`config.mk`:
```
export PLATFORM = sky130hd
export DESIGN_NAME = bf_window
export DESIGN_NICKNAME = d
export VERILOG_FILES = /design/src/bf_pkg.sv /design/src/bf_window.sv
export SDC_FILE = /design/constraint.sdc
export NUM_CORES = 1
export LEC_CHECK = 0
export BUFFER_PORTS_ARGS = -buffer_cell sky130_fd_sc_hd__buf_2
export CORE_AREA = 2 2 246 248
export CTS_BUF_LIST = sky130_fd_sc_hd__clkbuf_4 sky130_fd_sc_hd__clkbuf_8
export DETAILED_ROUTE_END_ITERATION = 7
export DIE_AREA = 0 0 248 250
export PLACE_DENSITY = 0.56
export REMOVE_ABC_BUFFERS = 1
export SKIP_LAST_GASP = 1
export SLEW_MARGIN = 20
export SYNTH_ARGS = -nofsm -noshare
export SYNTH_HDL_FRONTEND = slang
export SYNTH_SLANG_ARGS = --single-unit
```
`constraint.sdc`:
```
create_clock -name clk -period 14.45 [get_ports clk]
set_input_delay 2.89 -clock clk [delete_from_list [all_inputs] [get_ports clk]]
set_output_delay 2.89 -clock clk [all_outputs]
set_load 0.005 [all_outputs]
```
`src/bf_pkg.sv`:
```
package bf_pkg;

  localparam int SIDE_W = 11;
  localparam int PIX_W  = 16;
  localparam int POS_W  = 10;
  localparam logic [SIDE_W-1:0] SIDE_RESET = 11'd1024;

  localparam int NRES    = 4;
  localparam int Q_DEPTH = 4;
  localparam int Q_AW    = 2;
  localparam int Q_CW    = 3;

  // result slots of one input, in emission order
  typedef enum logic [1:0] {
    RES_A_LEFT,
    RES_A_EDGE,
    RES_B_LEFT,
    RES_B_EDGE
  } res_kind_t;

  typedef struct packed {
    logic [NRES-1:0] mask;
    logic            r_ge1;
    logic            r_ge2;
    logic            c_ge1;
    logic            c_ge2;
  } run_ctl_t;

endpackage

```
`src/bf_window.sv`:
```
module bf_window #(
  parameter int MAX_SIDE     = 1024,
  parameter int CHANNEL_BITS = 16
) (
  input  logic                                        clk,
  input  logic                                        rst,
  input  logic                                        cfg_we,
  input  logic [bf_pkg::SIDE_W-1:0]                   cfg_data,
  input  logic                                        accept,
  input  logic [2:0][CHANNEL_BITS-1:0]                pix,
  output logic                                        mem_rd_en,
  output logic [$clog2(MAX_SIDE)-1:0]                 mem_rd_addr,
  input  logic [6*CHANNEL_BITS-1:0]                   mem_rd_data,
  output logic                                        mem_wr_en,
  output logic [$clog2(MAX_SIDE)-1:0]                 mem_wr_addr,
  output logic [6*CHANNEL_BITS-1:0]                   mem_wr_data,
  output logic                                        busy,
  output logic                                        push,
  output bf_pkg::run_ctl_t                            push_ctl,
  output logic [$clog2(MAX_SIDE)-1:0]                 push_row,
  output logic [$clog2(MAX_SIDE)-1:0]                 push_col,
  output logic [2:0][2:0][CHANNEL_BITS+1:0]           push_wa,
  output logic [2:0][2:0][CHANNEL_BITS+1:0]           push_wb
);
  import bf_pkg::*;

  localparam int CW   = $clog2(MAX_SIDE);
  localparam int SW   = $clog2(MAX_SIDE + 1);
  localparam int PW   = 3 * CHANNEL_BITS;
  localparam int COLW = CHANNEL_BITS + 2;

  logic [SIDE_W-1:0] side_reg;
  logic [SW-1:0]     side_eff;
  logic [CW-1:0]     last_idx;
  logic [CW-1:0]     row;
  logic [CW-1:0]     col;

  logic                         s1_valid;
  logic [2:0][CHANNEL_BITS-1:0] s1_p;
  logic [CW-1:0]                s1_r;
  logic [CW-1:0]                s1_c;
  logic                         s1_r_ge1, s1_r_ge2, s1_c_ge1, s1_c_ge2;
  logic                         s1_last_row, s1_last_col;

  logic [2:0][COLW-1:0] wa [3];
  logic [2:0][COLW-1:0] wb [3];
  logic [2:0][COLW-1:0] col_a, col_b;
  logic [PW-1:0]        newer, older;

  always_comb begin
    if (side_reg == '0) begin
      side_eff = SW'(1);
    end else if (32'(side_reg) > 32'(MAX_SIDE)) begin
      side_eff = SW'(MAX_SIDE);
    end else begin
      side_eff = SW'(side_reg);
    end
    last_idx = CW'(side_eff - SW'(1));
  end

  always_ff @(posedge clk) begin
    if (rst) begin
      side_reg <= SIDE_RESET;
      row      <= '0;
      col      <= '0;
      s1_valid <= 1'b0;
    end else begin
      s1_valid <= accept;
      if (cfg_we) begin
        side_reg <= cfg_data;
        row      <= '0;
        col      <= '0;
      end else if (accept) begin
        if (col == last_idx) begin
          col <= '0;
          row <= (row == last_idx) ? '0 : row + CW'(1);
        end else begin
          col <= col + CW'(1);
        end
      end
    end
  end

  always_ff @(posedge clk) begin
    if (accept) begin
      s1_p        <= pix;
      s1_r        <= row;
      s1_c        <= col;
      s1_r_ge1    <= row != '0;
      s1_r_ge2    <= row != '0 && row != CW'(1);
      s1_c_ge1    <= col != '0;
      s1_c_ge2    <= col != '0 && col != CW'(1);
      s1_last_row <= row == last_idx;
      s1_last_col <= col == last_idx;
    end
  end

  // entry holds {row r-1, row r-2}; only a side of one reads and writes one
  // entry in adjacent cycles, and then the rows above are never used
  assign mem_rd_en   = accept;
  assign mem_rd_addr = col;
  assign newer       = mem_rd_data[2*PW-1:PW];
  assign older       = mem_rd_data[PW-1:0];
  assign mem_wr_en   = s1_valid;
  assign mem_wr_addr = s1_c;
  assign mem_wr_data = {s1_p, newer};
  assign busy        = s1_valid;

  always_comb begin
    for (int ch = 0; ch < 3; ch++) begin
      logic [COLW-1:0] up, up2;
      up  = s1_r_ge1 ? COLW'(newer[ch*CHANNEL_BITS +: CHANNEL_BITS]) : '0;
      up2 = s1_r_ge2 ? COLW'(older[ch*CHANNEL_BITS +: CHANNEL_BITS]) : '0;
      col_b[ch] = COLW'(s1_p[ch]) + up;
      col_a[ch] = col_b[ch] + up2;
    end
  end

  always_ff @(posedge clk) begin
    if (s1_valid) begin
      wa[0] <= wa[1];
      wa[1] <= wa[2];
      wa[2] <= col_a;
      wb[0] <= wb[1];
      wb[1] <= wb[2];
      wb[2] <= col_b;
    end
  end

  always_comb begin
    push_ctl.mask[RES_A_LEFT] = s1_r_ge1 && s1_c_ge1;
    push_ctl.mask[RES_A_EDGE] = s1_r_ge1 && s1_last_col;
    push_ctl.mask[RES_B_LEFT] = s1_last_row && s1_c_ge1;
    push_ctl.mask[RES_B_EDGE] = s1_last_row && s1_last_col;
    push_ctl.r_ge1 = s1_r_ge1;
    push_ctl.r_ge2 = s1_r_ge2;
    push_ctl.c_ge1 = s1_c_ge1;
    push_ctl.c_ge2 = s1_c_ge2;
    push     = s1_valid && (push_ctl.mask != '0);
    push_row = s1_r;
    push_col = s1_c;
    push_wa  = {col_a, wa[2], wa[1]};
    push_wb  = {col_b, wb[2], wb[1]};
  end

endmodule

```
==> results.py <==
metrics = {
    "status": {
        "outcome": "finished clean",
    },
    "global_route": {
        "grt_max_degree": 85,
        "grt-ovfl-total": 0,
        "grtUsageTotal_pct": 16.89,
        "antenna_found_initial": 3,
        "grt_pass1_wl_microns": 78570,
        "grt_pass1_vias": 12400,
    },
    "clock_tree": {
        "cts_setup_buffers": 0,
        "cts_htree_levels": 2,
        "cts_resized": 0,
        "cts.clk_slew.worst_paths_ns": 0.06,
        "clk_path_buf_depth": 3,
        "clk_latency_ns": 0.64,
        "cts.sinks": 316,
        "cts_tree": "built",
        "cts_buffers": 56,
        "clockRootBuffer": "clkbuf_8",
        "cts_hold_buf": 0,
    },
    "finish": {
        "layout-drive-gt1-share_pct": 38.18,
        "largest_register_ffs": 108,
        "fin_cells": 2726,
        "top_register": "wa",
        "area_growth_syn_to_layout_pct": 29.05,
        "nNetsFinal": 2168,
    },
    "pwr": {
        "p_leak_nw": 8.943,
        "clock_power_share_pct": 34.5,
        "p_sw_w": 0.0007396,
        "power_switching_share_pct": 29.37,
        "ir_drop_mv": 0.06462,
        "internal-power_w": 0.001779,
        "pwr-share-seq_pct": 44.6,
        "power_density_mw_per_mm2": 121.3,
        "comb_power_share_pct": 20.9,
    },
    "setup_path": {
        "rr_worst_depth": 17,
        "start_kind": "primary input",
        "worstSetupStartpoint": "mem_rd_data[65]",
        "path_class": "primary input to output pin",
        "worstPathArrival_ns": 7.53,
        "cp_data_required_time_ns": 11.56,
        "end_kind": "output pin",
        "crit_end": "push_wa[141]",
        "crit_fanout": 5,
        "r2r-end": "wa[2][33]",
        "regToRegSetupSlack_ns": 8.67,
        "reg2reg_from": "s1_r_ge1",
    },
    "timing": {
        "fmaxAchievable_mhz": 95.93,
        "hold_viol": 0,
        "finalCriticalPeriod_ns": 10.42,
        "slew_violations": 0,
        "fin_setup_tns_ns": 0,
        "fin_crit_sh_pct": 72.14,
        "finalSetupViolations": 0,
        "rsz0062_at_grt": "no",
        "worst_pin_slew_ns": 1.037,
        "relSlewSlack_pct": 29.93,
        "skew_ns": 0.02626,
    },
    "min_path": {
        "hp-start": "wb[2][29]",
        "hold_path_class": "register to register",
    },
    "synthesis": {
        "synth.most_common_cell": "edfxtp_1",
        "syn-cell-area_sq_mm": 0.01609,
        "synth_cell_types": 75,
        "synthTopCellsByCount": "edfxtp_1, ha_1, and2_1, nor2_1, xnor2_1",
        "synthArstFlopShare_pct": 0,
        "ys_seq_area_share_pct": 56.97,
        "synth_top_area_share_pct": 52.99,
        "synth.largest_area_cell": "edfxtp_1",
        "synth.area.top_cells": "edfxtp_1, ha_1, xnor2_1",
        "synth_seq_cells": 316,
        "syn-mean-instance-area_sq_um": 12.31,
        "syn-instance-count": 1307,
        "ys.flop_type": "edfxtp_1",
        "synth_edf_count": 284,
        "ys_warn_count": 0,
    },
    "detailed_routing": {
        "drt_iter0_drc": 714,
        "wl_microns": 55270,
        "via_per_inst": 4.686,
        "drc": 0,
        "firstDrtPassIters": 5,
        "routedWlPerCell_microns": 20.27,
        "num_vias": 12775,
        "drtAntennaViolNets": 0,
    },
    "die": {
        "rows": 90,
        "ioPinCount": 631,
        "start_util_pct": 27.02,
        "core-area_sq_mm": 0.05957,
        "die_height_microns": 250,
        "dieArea_sq_mm": 0.06200,
        "die_w_microns": 248,
    },
    "placed_design": {
        "gp_congestion": 0.8734,
        "dpl.cell_count": 2622,
        "dpl.hpwl_microns": 43240,
        "port-buffer-count": 621,
    },
    "run": {
        "max_cap_violations": 0,
    },
}
## how the worst min path moves through the flow
| stage | endpoint | slack (ns) | depth (start not counted) |
|---|---|---|---|
| 3_5_place_dp | wa[1][7] | 0.43 | 0 |
| 5_1_grt | wa[1][4] | 0.43 | 0 |
| 4_1_cts | wa[1][4] | 0.44 | 0 |
| 2_1_floorplan | wa[1][0] | 0.45 | 0 |
| 6_report | wb[1][29] | 0.44 | 0 |
| 3_3_place_gp | wb[1][32] | 0.43 | 0 |
## cells in the final DEF, fill, tap and decap left out, types with 31 or more instances in the layout
cell type / n
buf_2: 620
edfxtp_1: 284
ha_1: 104
and2_1: 103
nor2_1: 89
xnor2_1: 75
a21oi_1: 61
clkbuf_8: 57
nand2_1: 55
o21ai_0: 55
nor3_1: 44
inv_1: 35
dfxtp_1: 31
## power by group through the flow
stage                     clock network, W  logic [W]  registers [W]
after floorplan                          0   0.000249        0.00115
after global placement                   0   0.000524        0.00114
after detailed placement                 0   0.000532        0.00114
after CTS                         0.000896   0.000534        0.00112
after global routing              0.000933   0.000579        0.00113
final                             0.000868   0.000528        0.00112
## per-layer routing
metal	track usage, %	vias to the layer above	wire length (microns)
li1	-	5962	-
met4	5.372	2	1510
met3	3.828	94	4181
met2	29.19	551	27390
met1	20.67	6166	22170
met5	0	-	13
## critical path: stages
cell and delay (ns):
buf_2 0.13, nand2_1 0.11, inv_1 0.06, ha_1 0.27, a21o_1 0.16, a21oi_1 0.21, o21ai_0 0.20, o41ai_1 0.77
xnor2_1 0.23, ha_1 0.41, and3_1 0.19, a21oi_1 0.11, o21ai_0 0.16, o41ai_1 0.58, o221ai_1 0.32, or4_1 0.48
nand3_1 0.13, buf_2 0.13
## final cells by class
cell class | count | area, sq um
repair buffers | 628 | 3183
diodes | 3 | 7.507
flip-flops and latches | 316 | 9173
inverters | 35 | 131.4
clock inverters | 29 | 251.5
clock buffers | 71 | 889.6
well taps | 782 | 978.4
fillers | 5941 | 38800
multi-input cells | 862 | 6155
## cells by family after synthesis
kind of cell / synth area share, %
simple gates: 13.43
flops: 56.97
compound gates: 9.283
buf+inv: 4.968
fa+ha+maj: 8.832
xor+xnor: 5.590
mux: 0.8941
other cells: 0.02330
## through the flow
stage	instance area [sq um]	utilization, %	total power (W)	hold slack (ns)	setup WS (ns)
after floorplan	15450	-	0.001395	0.4521	5.188
after global placement	19590	32.89	0.001666	0.4262	4.100
after detailed placement	19590	32.89	0.001675	0.4280	3.991
after CTS	20730	34.81	0.002555	0.4353	3.970
after global routing	20760	34.86	0.002641	0.4347	3.767
final	20770	34.86	0.002518	0.4368	4.026
Note: power is estimated with default switching activity, not from simulation.
