## config.mk

```make
export PLATFORM = sky130hd
export DESIGN_NAME = bf_mean_flat
export DESIGN_NICKNAME = d
export VERILOG_FILES = /design/src/bf_pkg.sv /design/src/bf_if.sv /design/src/bf_mean.sv /design/src/flat_wrapper.sv
export SDC_FILE = /design/constraint.sdc
export NUM_CORES = 2
export LEC_CHECK = 0
export CORE_MARGIN = 2
export CORE_UTILIZATION = 55
export CTS_BUF_LIST = sky130_fd_sc_hd__clkbuf_16
export DETAILED_ROUTE_END_ITERATION = 8
export DONT_BUFFER_PORTS = 1
export GPL_TIMING_DRIVEN = 0
export PLACE_DENSITY = 0.7
export SYNTH_ARGS = -nofsm -noshare
export SYNTH_HDL_FRONTEND = slang
export SYNTH_SLANG_ARGS = --single-unit
```

## constraint.sdc

```tcl
create_clock -name clk -period 34.4 [get_ports clk]
set_clock_uncertainty 0.15 [all_clocks]
set_input_delay 6.88 -clock clk [delete_from_list [all_inputs] [get_ports clk]]
set_output_delay 6.88 -clock clk [all_outputs]
set_load 0.01 [all_outputs]
```

## src/bf_pkg.sv

```systemverilog
package bf_pkg;

  localparam int SIDE_W = 11;
  localparam int PIX_W  = 16;
  localparam int POS_W  = 10;
  localparam logic [SIDE_W-1:0] SIDE_RESET = 11'd1024;

  localparam int NRES    = 4;
  localparam int Q_DEPTH = 4;
  localparam int Q_AW    = 2;
  localparam int Q_CW    = 3;

  // result slots of one input, in emission order
  typedef enum logic [1:0] {
    RES_A_LEFT,
    RES_A_EDGE,
    RES_B_LEFT,
    RES_B_EDGE
  } res_kind_t;

  typedef struct packed {
    logic [NRES-1:0] mask;
    logic            r_ge1;
    logic            r_ge2;
    logic            c_ge1;
    logic            c_ge2;
  } run_ctl_t;

endpackage

```

## src/bf_if.sv

```systemverilog


interface bf_res_if;
  logic                      valid;
  logic                      ready;
  logic [bf_pkg::PIX_W-1:0]  out_red;
  logic [bf_pkg::PIX_W-1:0]  out_green;
  logic [bf_pkg::PIX_W-1:0]  out_blue;
  logic [bf_pkg::POS_W-1:0]  out_row;
  logic [bf_pkg::POS_W-1:0]  out_col;
  logic                      last_in_run;

  modport source (output valid, out_red, out_green, out_blue, out_row, out_col, last_in_run,
                  input ready);
  modport sink (input valid, out_red, out_green, out_blue, out_row, out_col, last_in_run,
                output ready);
endinterface

```

## src/bf_mean.sv

```systemverilog
module bf_mean #(
  parameter int MAX_SIDE     = 1024,
  parameter int CHANNEL_BITS = 16
) (
  input  logic                              clk,
  input  logic                              rst,
  input  logic                              push,
  input  bf_pkg::run_ctl_t                  push_ctl,
  input  logic [$clog2(MAX_SIDE)-1:0]       push_row,
  input  logic [$clog2(MAX_SIDE)-1:0]       push_col,
  input  logic [2:0][2:0][CHANNEL_BITS+1:0] push_wa,
  input  logic [2:0][2:0][CHANNEL_BITS+1:0] push_wb,
  output logic [bf_pkg::Q_CW-1:0]           level,
  bf_res_if.source                          res
);
  import bf_pkg::*;

  localparam int CW   = $clog2(MAX_SIDE);
  localparam int COLW = CHANNEL_BITS + 2;
  localparam int SUMW = CHANNEL_BITS + 4;
  localparam int SH   = SUMW + 4;
  localparam int RW   = SH + 1;
  localparam int PRW  = SUMW + RW;
  localparam longint unsigned ONE = 64'd1 << SH;
  localparam logic [RW-1:0] M1 = RW'(ONE);
  localparam logic [RW-1:0] M2 = RW'((ONE + 1) / 2);
  localparam logic [RW-1:0] M3 = RW'((ONE + 2) / 3);
  localparam logic [RW-1:0] M4 = RW'((ONE + 3) / 4);
  localparam logic [RW-1:0] M6 = RW'((ONE + 5) / 6);
  localparam logic [RW-1:0] M9 = RW'((ONE + 8) / 9);

  run_ctl_t                  q_ctl [Q_DEPTH];
  logic [CW-1:0]             q_row [Q_DEPTH];
  logic [CW-1:0]             q_col [Q_DEPTH];
  logic [2:0][2:0][COLW-1:0] q_wa  [Q_DEPTH];
  logic [2:0][2:0][COLW-1:0] q_wb  [Q_DEPTH];
  logic [Q_AW-1:0]           wr_ptr, rd_ptr;
  logic [Q_CW-1:0]           count;

  logic            rem_valid;
  logic [NRES-1:0] rem, cur, new_rem;
  res_kind_t       kind;
  logic            out_en, x_en, issue, pop;

  logic                      sel_b, is_edge, use0, use1;
  logic [1:0]                rows, ncols;
  logic [3:0]                divisor;
  logic [RW-1:0]             recip;
  logic [2:0][2:0][COLW-1:0] w;
  logic [2:0][SUMW-1:0]      sum;
  logic [CW-1:0]             row_sel, col_sel;

  logic                 x_valid;
  logic [2:0][SUMW-1:0] x_sum;
  logic [RW-1:0]        x_m;
  logic [CW-1:0]        x_row, x_col;
  logic                 x_last;
  logic [2:0][PRW-1:0]  prod;

  run_ctl_t head_ctl;
  assign head_ctl = q_ctl[rd_ptr];

  // pick the next pending result of the head entry, lowest slot first
  always_comb begin
    cur  = rem_valid ? rem : head_ctl.mask;
    kind = RES_B_EDGE;
    priority if (cur[RES_A_LEFT]) kind = RES_A_LEFT;
    else if (cur[RES_A_EDGE])     kind = RES_A_EDGE;
    else if (cur[RES_B_LEFT])     kind = RES_B_LEFT;
    else                          kind = RES_B_EDGE;
    new_rem = cur & ~(NRES'(1) << kind);
  end

  assign out_en = !res.valid || res.ready;
  assign x_en   = !x_valid || out_en;
  assign issue  = (count != '0) && x_en;
  assign pop    = issue && (new_rem == '0);
  assign level  = count;

  always_comb begin
    unique case (kind)
      RES_A_LEFT: begin sel_b = 1'b0; is_edge = 1'b0; end
      RES_A_EDGE: begin sel_b = 1'b0; is_edge = 1'b1; end
      RES_B_LEFT: begin sel_b = 1'b1; is_edge = 1'b0; end
      RES_B_EDGE: begin sel_b = 1'b1; is_edge = 1'b1; end
      default:    begin sel_b = 1'b0; is_edge = 1'b0; end
    endcase
    use0  = !is_edge && head_ctl.c_ge2;
    use1  = is_edge ? head_ctl.c_ge1 : 1'b1;
    ncols = 2'd1 + 2'(use0) + 2'(use1);
    if (sel_b) begin
      rows = head_ctl.r_ge1 ? 2'd2 : 2'd1;
    end else begin
      rows = head_ctl.r_ge2 ? 2'd3 : 2'd2;
    end
    divisor = 4'(rows) * 4'(ncols);
    unique case (divisor)
      4'd1:    recip = M1;
      4'd2:    recip = M2;
      4'd3:    recip = M3;
      4'd4:    recip = M4;
      4'd6:    recip = M6;
      4'd9:    recip = M9;
      default: recip = M1;
    endcase
    w = sel_b ? q_wb[rd_ptr] : q_wa[rd_ptr];
    for (int ch = 0; ch < 3; ch++) begin
      sum[ch] = (use0 ? SUMW'(w[0][ch]) : '0) + (use1 ? SUMW'(w[1][ch]) : '0)
              + SUMW'(w[2][ch]);
    end
    row_sel = sel_b ? q_row[rd_ptr] : q_row[rd_ptr] - CW'(1);
    col_sel = is_edge ? q_col[rd_ptr] : q_col[rd_ptr] - CW'(1);
  end

  always_ff @(posedge clk) begin
    if (rst) begin
      wr_ptr    <= '0;
      rd_ptr    <= '0;
      count     <= '0;
      rem_valid <= 1'b0;
      x_valid   <= 1'b0;
      res.valid <= 1'b0;
    end else begin
      if (push) begin
        wr_ptr <= wr_ptr + Q_AW'(1);
      end
      if (pop) begin
        rd_ptr <= rd_ptr + Q_AW'(1);
      end
      count <= count + Q_CW'(push) - Q_CW'(pop);
      if (issue) begin
        rem_valid <= new_rem != '0;
      end
      if (x_en) begin
        x_valid <= issue;
      end
      if (out_en) begin
        res.valid <= x_valid;
      end
    end
  end

  always_ff @(posedge clk) begin
    if (push) begin
      q_ctl[wr_ptr] <= push_ctl;
      q_row[wr_ptr] <= push_row;
      q_col[wr_ptr] <= push_col;
      q_wa[wr_ptr]  <= push_wa;
      q_wb[wr_ptr]  <= push_wb;
    end
    if (issue) begin
      rem    <= new_rem;
      x_sum  <= sum;
      x_m    <= recip;
      x_row  <= row_sel;
      x_col  <= col_sel;
      x_last <= new_rem == '0;
    end
  end

  // exact floor division by reciprocal for numerators below 2^SUMW
  always_comb begin
    for (int ch = 0; ch < 3; ch++) begin
      prod[ch] = PRW'(x_sum[ch]) * PRW'(x_m);
    end
  end

  always_ff @(posedge clk) begin
    if (out_en && x_valid) begin
      res.out_red     <= PIX_W'(prod[0] >> SH);
      res.out_green   <= PIX_W'(prod[1] >> SH);
      res.out_blue    <= PIX_W'(prod[2] >> SH);
      res.out_row     <= POS_W'(x_row);
      res.out_col     <= POS_W'(x_col);
      res.last_in_run <= x_last;
    end
  end

`ifndef SYNTHESIS
  a_no_overflow: assert property (@(posedge clk) disable iff (rst)
    push |-> (count < Q_CW'(Q_DEPTH)) || pop)
    else $error("result queue overflow");
  a_partial_needs_entry: assert property (@(posedge clk) disable iff (rst)
    rem_valid |-> count != '0)
    else $error("partial run without a queued entry");
  a_entry_has_result: assert property (@(posedge clk) disable iff (rst)
    (count != '0 && !rem_valid) |-> head_ctl.mask != '0)
    else $error("queued entry carries no result");
`endif

endmodule

```

## src/flat_wrapper.sv

```systemverilog
// flat-port wrapper written by rule: the top's interface ports become plain ports
module bf_mean_flat import bf_pkg::*;
#(
  parameter int MAX_SIDE     = 1024,
  parameter int CHANNEL_BITS = 16
)
  (clk, rst, push, push_ctl, push_row, push_col, push_wa, push_wb, level, res_valid, res_out_red, res_out_green, res_out_blue, res_out_row, res_out_col, res_last_in_run, res_ready);
  bf_res_if res_i ();
  input  logic clk;
  input  logic rst;
  input  logic push;
  input  bf_pkg::run_ctl_t push_ctl;
  input  logic [$clog2(MAX_SIDE)-1:0] push_row;
  input  logic [$clog2(MAX_SIDE)-1:0] push_col;
  input  logic [2:0][2:0][CHANNEL_BITS+1:0] push_wa;
  input  logic [2:0][2:0][CHANNEL_BITS+1:0] push_wb;
  output logic [bf_pkg::Q_CW-1:0] level;
  output wire logic [$bits(res_i.valid)-1:0] res_valid;
  output wire logic [$bits(res_i.out_red)-1:0] res_out_red;
  output wire logic [$bits(res_i.out_green)-1:0] res_out_green;
  output wire logic [$bits(res_i.out_blue)-1:0] res_out_blue;
  output wire logic [$bits(res_i.out_row)-1:0] res_out_row;
  output wire logic [$bits(res_i.out_col)-1:0] res_out_col;
  output wire logic [$bits(res_i.last_in_run)-1:0] res_last_in_run;
  input wire logic [$bits(res_i.ready)-1:0] res_ready;
  assign res_valid = res_i.valid;
  assign res_out_red = res_i.out_red;
  assign res_out_green = res_i.out_green;
  assign res_out_blue = res_i.out_blue;
  assign res_out_row = res_i.out_row;
  assign res_out_col = res_i.out_col;
  assign res_last_in_run = res_i.last_in_run;
  assign res_i.ready = res_ready;
  bf_mean #(.MAX_SIDE(MAX_SIDE), .CHANNEL_BITS(CHANNEL_BITS)) u_core (.clk(clk), .rst(rst), .push(push), .push_ctl(push_ctl), .push_row(push_row), .push_col(push_col), .push_wa(push_wa), .push_wb(push_wb), .level(level), .res(res_i));
endmodule
```

==> flow_summary.yaml <==
run_status:
  outcome: "finished, final reports clean"
cts:
  cts_tree: "built"
  clk_latency_ps: 860
  cts_buffers: 160
  cts-root-buf: "clkbuf_16"
  cts.sinks: 1582
  clk_pin_slew_worst_paths_ps: 60
  cts_resized: 0
  hold_buffers: 0
  cts_buffer_depth: 3
  htreeDepth: 4
  post_cts_buffers: 0
logic_synthesis:
  syn_avg_cell_area_sq_um: 14.6
  yosysWarnings: 0
  synth_area_leaders: "edfxtp_1, fa_1, mux4_2"
  ys_ff_latch: 1582
  synthArstFlopShare_pct: 0
  yosys.area.top_type: "edfxtp_1"
  synth_edf_count: 1570
  postSynthNetCount: 8298
  ys.flop_type: "edfxtp_1"
  syn_area_sq_mm: 0.0954
  synth_cell_type_count: 64
  yosys-top-cells-count: "edfxtp_1, inv_1, fa_1, nand2_1, ha_1"
  synth_top_area_share_pct: 49.4
  post-synth-top-count-cell: "edfxtp_1"
  seq_area_frac_synth_pct: 49.6
  synth_cells: 6522
global_routing:
  antenna_found_initial: 21
  grt_max_degree: 60
  grt_pass1_wl_mm: 379
  grt_use_total_pct: 30.3
  overflow: 0
  grt_pass1_vias: 56400
floorplan:
  fp.dieH_um: 421
  core-area_sq_mm: 0.172
  io_pins: 429
  die_w_um: 421
  die_area_sq_mm: 0.177
  rows: 152
  start_util_pct: 55.5
place:
  dp_hpwl_mm: 202
  finalWeightedCongestion: 0.971
  io_buffers: 0
finish:
  drive_gt1_share_pct: 10.1
  fillCellCount: 13000
  area_growth_pct: 9.53
  fin_nets: 8494
worst_setup_path:
  cp.arrival_ps: 12130
  criticalPathCategory: "reg -> reg"
  rr_worst_depth: 27
  worst-path-max-fanout: 10
  rrSetupSlack_ps: 22700
  r2r_start: "u_core.x_m[21]"
  critPathCaptureType: "flip-flop"
  setup.worst_path.start_class: "flip-flop"
  crit_required_ps: 34830
  r2r-end: "u_core.res.out_green[10]"
min_path:
  holdPathEnd: "u_core.res.out_col[3]"
  hold_depth: 0
  holdCritPathClass: "reg -> reg"
  hp-start: "u_core.x_col[3]"
timing:
  setup_tns_ps: 0
  fin_crit_ps: 11700
  finalMaxSlewViolations: 0
  tightest_slew_ps: 1410
  period_share_pct: 34.0
  setup-violations-final: 0
  fmax_ghz: 0.0855
  hold_viol_final: 0
  rsz0062_at_grt: "no"
  relSlewSlack_pct: 6.15
route:
  wl_per_cell_um: 28.3
  drc: 0
  dr.pass1.iters: 6
  routed_wl_mm: 260
  drtIter0Drc: 4478
  ant_nets: 0
  viasPerCell: 5.74
  vias: 52800
run:
  cap_violations: 0
-- state kept, by name (all words and copies together) (netlist names), 16 cells and up, named ones only --
name and count:
u_core.x_sum 60, u_core.q_ctl 32, u_core.q_wa 648, u_core.res.out_green 16, u_core.res.out_red 16, u_core.q_col 40
u_core.res.out_blue 16, u_core.q_row 40, u_core.q_wb 648
-- how the worst max path moves through the flow --
stage / startpoint / to
finish: u_core.x_m[21] / u_core.res.out_green[10]
global route: u_core.x_m[21] / u_core.res.out_green[10]
CTS: u_core.x_m[21] / u_core.res.out_green[10]
detailed placement: u_core.x_m[21] / u_core.res.out_green[10]
global placement: push / u_core.q_wb[0][58]
floorplan: push / u_core.q_col[0][0]
-- cell type report --
class / count / area [sq um] / share of cell area, %
clock buffers: 160 / 4000 / 3.83
diodes: 42 / 105 / 0.101
inverters: 1298 / 4870 / 4.66
clock inverters: 127 / 1190 / 1.14
well taps: 2310 / 2890 / 2.76
flip-flops and latches: 1582 / 47400 / 45.3
multi-input cells: 3456 / 42500 / 40.6
plain buffers: 186 / 751 / 0.718
repair buffers: 34 / 878 / 0.840
-- critical path, stage by stage, from the launching register on --
cell and delay (ps):
edfxtp_1 530, clkbuf_1 1060, clkbuf_1 690, clkbuf_1 710, buf_1 1030, nand2_1 500
fa_1 640, fa_1 600, fa_1 590, inv_1 70, fa_1 500, fa_1 430
fa_1 500, inv_1 50, fa_1 470, inv_1 40, ha_1 330, and4_1 220
and3_1 220, and3_1 190, a31oi_1 120, o21ai_1 150, o41ai_1 670, nand2_1 150
a221oi_2 460, inv_1 80, a21oi_1 190, xnor2_1 80
-- cell usage in the layout (no fill, tap or decap), types with 95 or more instances in the layout --
master	synthesis	final
a21o_1	141	141
a21oi_1	135	134
and2_1	195	191
clkbuf_1	126	126
clkbuf_16	0	160
edfxtp_1	1570	1570
fa_1	935	935
ha_1	485	485
inv_1	1298	1333
mux4_2	351	351
nand2_1	546	546
nor2_1	96	95
xnor2_1	120	120
-- metrics by stage --
stage | std cells | cell area (sq um) | worst slack (ps) | utilization, % | hold WS [ps]
final | 9195 | 105000 | 22700 | 60.8 | 265
after global routing | 9185 | 105000 | 22410 | 60.8 | 269
after CTS | 9153 | 104000 | 22830 | 60.7 | 269
after detailed placement | 8866 | 99200 | 22860 | 57.7 | 255
after global placement | 8832 | 98300 | 12430 | 57.2 | 251
after floorplan | 6522 | 95400 | 18690 | - | 250
-- kinds of logic (layout without fill, tap and decap cells) --
| logic type | count (synthesis) | after routing | share of synthesized area, % |
|---|---|---|---|
| DFF | 1582 | 1582 | 49.6 |
| buffers and inverters | 1484 | 1805 | 5.89 |
| adders and majority gates | 1420 | 1420 | 26.0 |
| and+or+nand+nor | 997 | 997 | 4.80 |
| AOI/OAI and AO/OA | 436 | 436 | 3.00 |
| muxes | 415 | 415 | 8.97 |
| xor gates and xnor gates | 187 | 187 | 1.72 |
| other | 1 | 43 | 0.00393 |
-- metal layers --
layer  global-route usage [%]  wire length, um  up-vias
li1                         -                -    22600
met1                     37.4            95700    27600
met2                     50.9           131000     2088
met3                     7.85            22100      426
met4                     12.3            11100        8
met5                        0               55        -
Power is not shown: default switching activity piles up to over one toggle a cycle in this logic, so the estimate is an artifact.
